===== config.mk =====
export PLATFORM = sky130hd
export DESIGN_NAME = msse_ctrl
export DESIGN_NICKNAME = d
export VERILOG_FILES = /design/src/msse_pkg.sv /design/src/msse_ctrl.sv
export SDC_FILE = /design/constraint.sdc
export NUM_CORES = 1
export LEC_CHECK = 0
export BUFFER_PORTS_ARGS = -buffer_cell sky130_fd_sc_hd__buf_2
export CAP_MARGIN = 20
export CORE_AREA = 5 5 42 44
export CTS_CLUSTER_DIAMETER = 150
export CTS_CLUSTER_SIZE = 28
export DETAILED_ROUTE_END_ITERATION = 10
export DIE_AREA = 0 0 47 49
export GPL_TIMING_DRIVEN = 0
export PLACE_DENSITY = 0.61
export REMOVE_ABC_BUFFERS = 1
export SLEW_MARGIN = 20
export SYNTH_ARGS = -nofsm -noshare
export SYNTH_HDL_FRONTEND = slang
export SYNTH_SLANG_ARGS = --single-unit

===== constraint.sdc =====
create_clock -name clk -period 2.77 [get_ports clk]
set_input_delay 0.1385 -clock clk [delete_from_list [all_inputs] [get_ports clk]]
set_output_delay 0.1385 -clock clk [all_outputs]
set_load 0.02 [all_outputs]

===== src/msse_pkg.sv =====
// shared types and constants of the mips subset step executor
`default_nettype none
package msse_pkg;

	typedef enum logic [2:0] {
		ST_OK      = 3'd0,
		ST_END     = 3'd1,
		ST_UNKNOWN = 3'd2,
		ST_ADDR    = 3'd3,
		ST_HALTED  = 3'd4
	} status_t;

	typedef enum logic [2:0] {
		S_CLEAR,
		S_IDLE,
		S_DISPATCH,
		S_FETCH,
		S_EXEC,
		S_LOADWB,
		S_FINISH
	} state_t;

	// opcodes
	localparam logic [5:0] OP_SPECIAL = 6'b000000;
	localparam logic [5:0] OP_SW      = 6'b101011;
	localparam logic [5:0] OP_LW      = 6'b100011;
	localparam logic [5:0] OP_BNE     = 6'b000101;
	localparam logic [5:0] OP_BEQ     = 6'b000100;
	localparam logic [5:0] OP_BLEZ    = 6'b000110;
	localparam logic [5:0] OP_BGTZ    = 6'b000111;
	localparam logic [5:0] OP_J       = 6'b000010;
	localparam logic [5:0] OP_JAL     = 6'b000011;

	// function codes of the special opcode
	localparam logic [5:0] FN_ADD = 6'b100000;
	localparam logic [5:0] FN_SUB = 6'b100010;
	localparam logic [5:0] FN_SLL = 6'b000000;
	localparam logic [5:0] FN_SRL = 6'b000010;
	localparam logic [5:0] FN_JR  = 6'b001000;

	// configuration register indexes
	localparam logic [2:0] CFG_ALU    = 3'd0;
	localparam logic [2:0] CFG_SHIFT  = 3'd1;
	localparam logic [2:0] CFG_LOAD   = 3'd2;
	localparam logic [2:0] CFG_STORE  = 3'd3;
	localparam logic [2:0] CFG_BRANCH = 3'd4;
	localparam logic [2:0] CFG_JUMP   = 3'd5;

	localparam logic [7:0] COST_RESET = 8'd1;

	// commands from controller to datapath
	typedef struct packed {
		logic    clear_step;
		logic    capture;
		logic    load_item;
		logic    fetch;
		logic    decode;
		logic    load_rd;
		logic    commit;
		logic    halt;
		logic    set_st;
		status_t st;
		logic    emit;
	} cmd_t;

	// status from datapath to controller
	typedef struct packed {
		logic clear_done;
		logic kind;
		logic halted;
		logic pc_bad;
		logic load_ok;
		logic word_valid;
		logic bad_op;
		logic mem_op;
		logic addr_bad;
		logic is_lw;
		logic out_busy;
	} sts_t;

endpackage
`default_nettype wire


===== src/msse_ctrl.sv =====
// controller state machine of the step executor
`default_nettype none
module msse_ctrl
	import msse_pkg::*;
(
	input  wire logic clk,
	input  wire logic arst_n,
	input  wire logic in_valid,
	output logic      in_ready,
	input  wire sts_t sts,
	output cmd_t      cmd
);

	state_t state_q, state_nx;

	always_ff @(posedge clk or negedge arst_n) begin
		if (!arst_n) begin
			state_q <= S_CLEAR;
		end else begin
			state_q <= state_nx;
		end
	end

	always_comb begin
		state_nx = state_q;
		case (state_q)
			S_CLEAR: begin
				if (sts.clear_done) state_nx = S_IDLE;
			end
			S_IDLE: begin
				if (in_valid) state_nx = S_DISPATCH;
			end
			S_DISPATCH: begin
				if (!sts.kind || sts.halted || sts.pc_bad) state_nx = S_FINISH;
				else state_nx = S_FETCH;
			end
			S_FETCH: begin
				if (!sts.word_valid) state_nx = S_FINISH;
				else state_nx = S_EXEC;
			end
			S_EXEC: begin
				if (!sts.bad_op && !(sts.mem_op && sts.addr_bad) && sts.is_lw) state_nx = S_LOADWB;
				else state_nx = S_FINISH;
			end
			S_LOADWB: state_nx = S_FINISH;
			S_FINISH: begin
				if (!sts.out_busy) state_nx = S_IDLE;
			end
			default: state_nx = S_CLEAR;
		endcase
	end

	always_comb begin
		cmd      = '0;
		cmd.st   = ST_OK;
		in_ready = 1'b0;
		case (state_q)
			S_CLEAR: cmd.clear_step = 1'b1;
			S_IDLE: begin
				in_ready    = 1'b1;
				cmd.capture = in_valid;
			end
			S_DISPATCH: begin
				if (!sts.kind) begin
					cmd.load_item = 1'b1;
					cmd.set_st    = 1'b1;
					cmd.st        = sts.load_ok ? ST_OK : ST_ADDR;
				end else if (sts.halted) begin
					cmd.set_st = 1'b1;
					cmd.st     = ST_HALTED;
				end else if (sts.pc_bad) begin
					cmd.halt   = 1'b1;
					cmd.set_st = 1'b1;
					cmd.st     = ST_END;
				end else begin
					cmd.fetch = 1'b1;
				end
			end
			S_FETCH: begin
				if (!sts.word_valid) begin
					cmd.halt   = 1'b1;
					cmd.set_st = 1'b1;
					cmd.st     = ST_END;
				end else begin
					cmd.decode = 1'b1;
				end
			end
			S_EXEC: begin
				if (sts.bad_op) begin
					cmd.halt   = 1'b1;
					cmd.set_st = 1'b1;
					cmd.st     = ST_UNKNOWN;
				end else if (sts.mem_op && sts.addr_bad) begin
					cmd.halt   = 1'b1;
					cmd.set_st = 1'b1;
					cmd.st     = ST_ADDR;
				end else if (sts.is_lw) begin
					cmd.load_rd = 1'b1;
				end else begin
					cmd.commit = 1'b1;
					cmd.set_st = 1'b1;
				end
			end
			S_LOADWB: begin
				cmd.commit = 1'b1;
				cmd.set_st = 1'b1;
			end
			S_FINISH: cmd.emit = !sts.out_busy;
			default: ;
		endcase
	end

endmodule
`default_nettype wire


# After elaboration in Yosys (flattened, before gate mapping)
# Index checks and enable logic that the tools add are counted.
[totals]
regBits = 3
latchBits = 0
mem_bits_rw = 0
romBits = 0
input_bits = 14
out_inout_bits = 14
word_cells = 59
n_memories = 0
[classes]
n_addsub = 0
n_mul = 0
div_mod_pow = 0
n_lt_le_gt_ge = 0
eq_ne = 9
n_shift = 0
mux = 38
bitwise = 0
n_reduce_logical = 11
[ops]
columns = ["op", "n"]
rows = [
  ["3-bit case mux with 7 select lines", 1],
  ["1-bit 2-to-1 mux", 17],
  ["5-bit 2-to-1 mux", 3],
  ["2-bit 2-to-1 mux", 7],
  ["3-bit 2-to-1 mux", 4],
  ["3-bit == test, second input constant", 3],
  ["3-bit case mux with 3 select lines", 1],
  ["4-bit 2-to-1 mux", 2],
  ["3-bit by 2-bit == test with 1-bit output, second input constant", 2],
  ["2-bit != test, second input constant", 3],
  ["1-bit logical NOT", 4],
  ["1-bit case mux with 4 select lines", 1],
  ["3-bit by 1-bit == test with 1-bit output, second input constant", 1],
  ["1-bit logical AND", 3],
  ["3-bit logical NOT", 1],
  ["1-bit case mux with 3 select lines", 1],
  ["3-bit AND reduction", 1],
  ["1-bit logical OR", 2],
  ["1-bit case mux with 2 select lines", 1],
]

# Logic depth before layout (Yosys ltp)
# Gate-level depths: netlist (run 1).
[depth]
word_depth = 6
ltp_mapped = 5
depth_no_buf = 3

# Worst setup path after synthesis (run 1)
# No wires, ideal clock.
[synth_timing]
path_type = "flip-flop to output port"
startpoint = "register state_q[2]"
endpoint = "output cmd[11] in the netlist's numbering"
arrival_time_ns = 1.584
required_time_ns = 2.632
slack_ns = 1.048
stages_incl_launch_ff = 5
n_path_buf = 2
path_cell_list = "dfrtp_1 > buf_6 > clkbuf_1 > nor3b_1 > and2_1"
[synth_rtl]
columns = ["item", "line_no", "rtl"]
rows = [
  ["from (decl)", "msse_ctrl.sv:14", "state_t state_q, state_nx;"],
  ["from (signal assigned)", "msse_ctrl.sv:20", "state_q <= state_nx;"],
  ["to (decl)", "msse_ctrl.sv:11", "output cmd_t cmd"],
]

==> results.ini, run 1 <==
[layout]
final_util_pct=41.9
final_cells=99
nets=98
drive_above_1_share_pct=38.6
largest_register=state_q
top_regs=state_q (3)
largest_reg_flops=3
final_cell_mix=buf_2 (27), nor3b_1 (4), nand2_1 (4), nor2b_1 (4)
area_delta_synth_final_pct=37.9
final_common_cell=buf_2
diodes=0

[logic_synthesis]
yosys.area_share.simple_pct=40.9
ys.warnings.count=0
syn_inst=56
synth-xor-area-share_pct=2.06
syn_area_per_cell_um2=7.60
synth_top_cells_by_area=dfrtp_1 (18%), nor3b_1 (7.1%), nor2b_1 (5.9%)
synth_top_area_cell=dfrtp_1
synthArstFlopShare_pct=100
synth_seq_cells=3
yosysSeqAreaShare_pct=17.6
synth_top_family_by_area=simple AND/OR/NAND/NOR gates
synth_ff_type=dfrtp_1
synth_fa_ha_area_share_pct=0
yosysTopAreaCellShare_pct=17.6
syn_area_um2=425
synth_edf_count=0
yosysUniqueCellTypes=33
muxShareOfSynthArea_pct=2.65
synth_compound_area_share_pct=27.9

[die]
fp-row-count=14
pin_count=28
die-area_um2=2300
die_height_um=49
coreArea_um2=1400
start_util_pct=30.4
die_w_um=47

[route]
dr.pass1.iters=4
wl_per_cell_um=11.2
finalWirelength_um=1110
vias=495
drt_iter0_markers=3
drc_errors=0
ant_nets=0
via_per_inst=5.00

[critical_path]
rr_endpoint=state_q[1]$_DFFE_PN0P_
reg2reg_depth=3
cp_data_required_time_ns=2.63
crit_path_end_kind=output pin
path_class=reg2out
crit_fanout=15
r2r-start=state_q[0]$_DFFE_PN0P_
crit_path_start=state_q[1]$_DFFE_PN0P_
setup.worst_path.end=cmd[1]
ff2ff_setup_slack_ns=1.23
start_kind=flip-flop
critical_path_arrival_ns=1.84

[timing]
skew_ns=0.00151
hold_violations=0
drv_slew=0
period_share_pct=71.5
rsz0062_at_grt=false
slew_headroom_pct=63.8
setup_viol=0
worst_pin_slew_ns=0.543
whs_ns=0.231
fmax_mhz=505
final.setup.tns_ns=0
fin_crit_ns=1.98

[placed_design]
numPortBuffers=27
dp_hpwl_um=880
dp_cells=94
place.gp.congestion=0.691

[power_and_ir_drop]
p_total_mw=0.612
p_sw_mw=0.310
power.density_nw_per_um2=1040
power_leakage_nw=0.312
swShare_pct=50.7
p_seq_share_pct=26.0
pwr-share-comb_pct=62.0
ir_drop_mv=0.523
p_int_mw=0.302
p_clk_share_pct=12.0

[min_path]
hp-class=in2async

[grt]
grt_max_degree=19
antenna_found_initial=0
grt_first_pass_wirelength_um=1860
overflow=0
grt.total_usage_pct=10.3
grt_pass1_vias=475

[clocking]
clk_pin_slew_worst_paths_ns=0.03
htree_levels=1
clk_path_buf_depth=2
clkLatencyLatePin_ns=0.23
cts_tree=done
post_cts_resized=0
cts.sinks=3
root_buffer=clkbuf_4
cts_buffers=3
postCtsSetupBuffers=0

[run]
cap_viol_max_count=0

[outcome]
status=finished, final reports clean

[metrics by stage]
stage | setup WS, ns | area (µm²)
detailed placement | 1.03 | 551
CTS | 0.774 | 587
global route | 0.648 | 587
floorplan | 1.12 | 395
global placement | 1.03 | 551
finish | 0.789 | 587
[worst min-delay path by stage]
stage            from                     end  slack, ns  cells past startpoint
2_1_floorplan  arst_n  state_q[0]$_DFFE_PN0P_      -0.16                      0
3_3_place_gp   arst_n  state_q[2]$_DFFE_PN0P_      -0.07                      1
3_5_place_dp   arst_n  state_q[2]$_DFFE_PN0P_      -0.06                      1
4_1_cts        arst_n  state_q[1]$_DFFE_PN0P_       0.23                      2
5_1_grt        arst_n  state_q[1]$_DFFE_PN0P_       0.25                      2
6_report       arst_n  state_q[1]$_DFFE_PN0P_       0.23                      2
[cell usage after synthesis (2+ instances only)]
library cell  count
inv_1             2
o21ai_0           2
nand3_1           2
nand2_1           4
and2_1            2
o31ai_1           2
nor3b_1           4
buf_2             3
nor3_1            2
a21o_1            2
dfrtp_1           3
a21oi_1           2
and3_1            2
nor2b_1           4
nor2_1            2
[cell type report]
cell class | instances | area (µm²)
sequential | 3 | 75.1
tap | 16 | 20.0
timing repair buffer | 28 | 145
clock buffer | 4 | 26.3
multi-input combinational | 46 | 313
fill | 159 | 815
inverter | 2 | 7.51
[cell families after synthesis]
family          after synthesis
compound gates               16
mux                           1
xor+xnor                      1
simple gates                 28
flops                         3
buf+inv                       7
[critical path: stages (launching register included)]
cell and delay, ns:
dfrtp_1 0.59, or3b_4 0.44, or3_1 0.33, nand3_1 0.09, buf_2 0.16
[what timing repair did]
item	4_1_cts	5_1_grt
endpoints found under the hold margin	3	0
endpoints found under the setup margin	0	0
hold buffers	1	0
[power by group through the flow]
stage | Combinational (mW) | Clock [mW] | Sequential (mW)
floorplan | 0.286 | 0 | 0.134
global placement | 0.380 | 0 | 0.158
detailed placement | 0.383 | 0 | 0.159
CTS | 0.385 | 0.0765 | 0.159
global route | 0.418 | 0.0782 | 0.168
finish | 0.379 | 0.0735 | 0.159
[metal layers]
| layer | vias to the layer above | share of wire, % | GRT usage [%] |
|---|---|---|---|
| met4 | 0 | 0 | 5.53 |
| met3 | 0 | 6.4 | 0.738 |
| met2 | 17 | 46 | 16.1 |
| met1 | 216 | 48 | 13.4 |
| li1 | 262 | - | - |
| met5 | - | 0 | 0 |
Power figures use the tool's default switching activity.
==> inputs of run 2 (changes only) <==
--- a/config.mk
+++ b/config.mk
@@ -13,7 +13,7 @@
 export DETAILED_ROUTE_END_ITERATION = 10
 export DIE_AREA = 0 0 47 49
 export GPL_TIMING_DRIVEN = 0
-export PLACE_DENSITY = 0.61
+export PLACE_DENSITY = 0.63
 export REMOVE_ABC_BUFFERS = 1
 export SLEW_MARGIN = 20
 export SYNTH_ARGS = -nofsm -noshare
==> constraint.sdc (replaced) <==
create_clock -name clk -period 1.75 [get_ports clk]
set_input_delay 0.0875 -clock clk [delete_from_list [all_inputs] [get_ports clk]]
set_output_delay 0.0875 -clock clk [all_outputs]
set_load 0.02 [all_outputs]
==> results.ini, run 2 (synthesis gave the netlist of run 1 again) <==
[power_and_ir_drop]
swShare_pct=45.9  ; was 50.7%
power.density_nw_per_um2=1730  ; was 1040 nW/µm²
power_leakage_nw=0.372  ; was 0.312 nW
p_int_mw=0.655  ; was 0.302 mW
pwr-share-comb_pct=75.4  ; was 62.0%
p_clk_share_pct=10.3  ; was 12.0%
p_total_mw=1.21  ; was 0.612 mW
ir_drop_mv=0.817  ; was 0.523 mV
p_sw_mw=0.556  ; was 0.310 mW
p_seq_share_pct=14.3  ; was 26.0%

[grt]
antenna_found_initial=0  ; unchanged
grt.total_usage_pct=11.4  ; was 10.3%
grt_pass1_vias=516  ; was 475
grt_first_pass_wirelength_um=2000  ; was 1860 µm
grt_max_degree=9  ; was 19
overflow=0  ; unchanged

[layout]
top_regs=state_q (3)  ; unchanged
largest_reg_flops=3  ; unchanged
diodes=0  ; unchanged
largest_register=state_q  ; unchanged
nets=109  ; was 98
drive_above_1_share_pct=52.1  ; was 38.6%
final_util_pct=49.9  ; was 41.9%
area_delta_synth_final_pct=64.4  ; was 37.9%
final_cells=110  ; was 99
final_area_um2=699  ; was 587 µm²
fillers=155  ; was 159
final_cell_mix=buf_2 (25), buf_4 (11), nand2_1 (4), nor2b_1 (4)  ; was buf_2 (27), nor3b_1 (4), nand2_1 (4), nor2b_1 (4)
final_common_cell=buf_2  ; unchanged

[critical_path]
cp_data_required_time_ns=1.66  ; was 2.63 ns
path_class=reg2out  ; unchanged
critical_path_arrival_ns=1.63  ; was 1.84 ns
crit_path_end_kind=output pin  ; unchanged
start_kind=flip-flop  ; unchanged
ff2ff_setup_slack_ns=0.35  ; was 1.23 ns
reg2reg_depth=4  ; was 3
crit_fanout=8  ; was 15

[die]
pin_count=28  ; unchanged
fp-row-count=14  ; unchanged
die_height_um=49  ; unchanged
start_util_pct=30.4  ; unchanged
die-area_um2=2300  ; unchanged
coreArea_um2=1400  ; unchanged
die_w_um=47  ; unchanged

[timing]
slew_headroom_pct=66.2  ; was 63.8%
period_share_pct=98.1
final.setup.tns_ns=0  ; unchanged
fin_crit_ns=1.72
rsz0062_at_grt=true  ; was false
finalWorstSetupSlack_ns=0.0328  ; was 0.789 ns
drv_slew=0  ; unchanged
whs_ns=0.175  ; was 0.231 ns
fmax_mhz=582
hold_violations=0  ; unchanged
skew_ns=0.00515  ; was 0.00151 ns
worst_pin_slew_ns=0.501  ; was 0.543 ns
setup_viol=0  ; unchanged

[clocking]
clk_pin_slew_worst_paths_ns=0.04  ; was 0.03 ns
clkLatencyLatePin_ns=0.24  ; was 0.23 ns
cts_buffers=3  ; unchanged
cts_tree=done  ; unchanged
htree_levels=1  ; unchanged
clk_path_buf_depth=2  ; unchanged
root_buffer=clkbuf_4  ; unchanged
cts.sinks=3  ; unchanged

[route]
finalWirelength_um=1310  ; was 1110 µm
drt_iter0_markers=6  ; was 3
dr.pass1.iters=4  ; unchanged
vias=552  ; was 495
drc_errors=0  ; unchanged
wl_per_cell_um=11.9  ; was 11.2 µm
via_per_inst=5.02  ; was 5.00
ant_nets=0  ; unchanged

[placed_design]
numPortBuffers=27  ; unchanged
post-place-ws_ns=0.0626  ; was 1.03 ns
placed_area_um2=551  ; unchanged
place.gp.congestion=0.679  ; was 0.691
dp_cells=94  ; unchanged
dp_hpwl_um=864  ; was 880 µm

[min_path]
hp-class=in2async  ; unchanged

[outcome]
status=finished, final reports clean  ; unchanged

[run]
cap_viol_max_count=0  ; unchanged

## run 2: cell count changes in the layout (fill, tap and decap cells not counted), moves of 2 or more
cell     change
buf_2        -2
buf_4       +11
dfrtp_1      -3
dfrtp_2      +3
## run 2: repair_timing
action / CTS / global route
gates cloned: 0 / 0
hold buffers: 1 / 0
endpoints found under the hold margin: 3 / 0
pin swaps: 0 / 0
gates resized for setup: 3 / 7
endpoints found under the setup margin: 5 / 4
setup buffers: 11 / 0
## run 2: final timing paths
kind | from | end
max | state_q[0]$_DFFE_PN0P_ | cmd[2]
min | arst_n | state_q[1]$_DFFE_PN0P_
max reg2reg | state_q[2]$_DFFE_PN0P_ | state_q[0]$_DFFE_PN0P_
min reg2reg | state_q[0]$_DFFE_PN0P_ | state_q[2]$_DFFE_PN0P_
max in group asynchronous | arst_n | state_q[2]$_DFFE_PN0P_
min in group clk | sts[0] | state_q[1]$_DFFE_PN0P_
## run 2: critical path, stage by stage (launching register included)
cell and delay [ns]:
dfrtp_2 0.44, or3b_4 0.40, or3_4 0.35, nand2_1 0.07
buf_4 0.13
## run 2: area by class of cell
| class | instances | area (µm²) | share of cell area [%] |
|---|---|---|---|
| Clock buffer | 4 | 26.3 | 3.76 |
| Inverter | 2 | 7.51 | 1.07 |
| Tap cell | 16 | 20.0 | 2.86 |
| Multi-Input combinational cell | 46 | 334 | 47.8 |
| Sequential cell | 3 | 78.8 | 11.3 |
| Timing Repair Buffer | 39 | 233 | 33.3 |
## run 2: per-layer routing
layer	wire length (µm)	vias up	global-route usage, %	share of wire (%)
li1	-	284	-	-
met1	546	249	13.9	42
met2	685	19	18.8	52
met3	80	0	0.369	6.1
met4	0	0	6.91	0
met5	0	-	0	0
## run 2: power by group through the flow
stage                     logic [mW]  registers (mW)  clock network, mW
final                          0.913           0.173              0.125
after CTS                      0.867           0.172              0.128
after global placement         0.600           0.248                  0
after detailed placement       0.601           0.251                  0
after floorplan                0.452           0.212                  0
after global routing           0.988           0.183              0.131
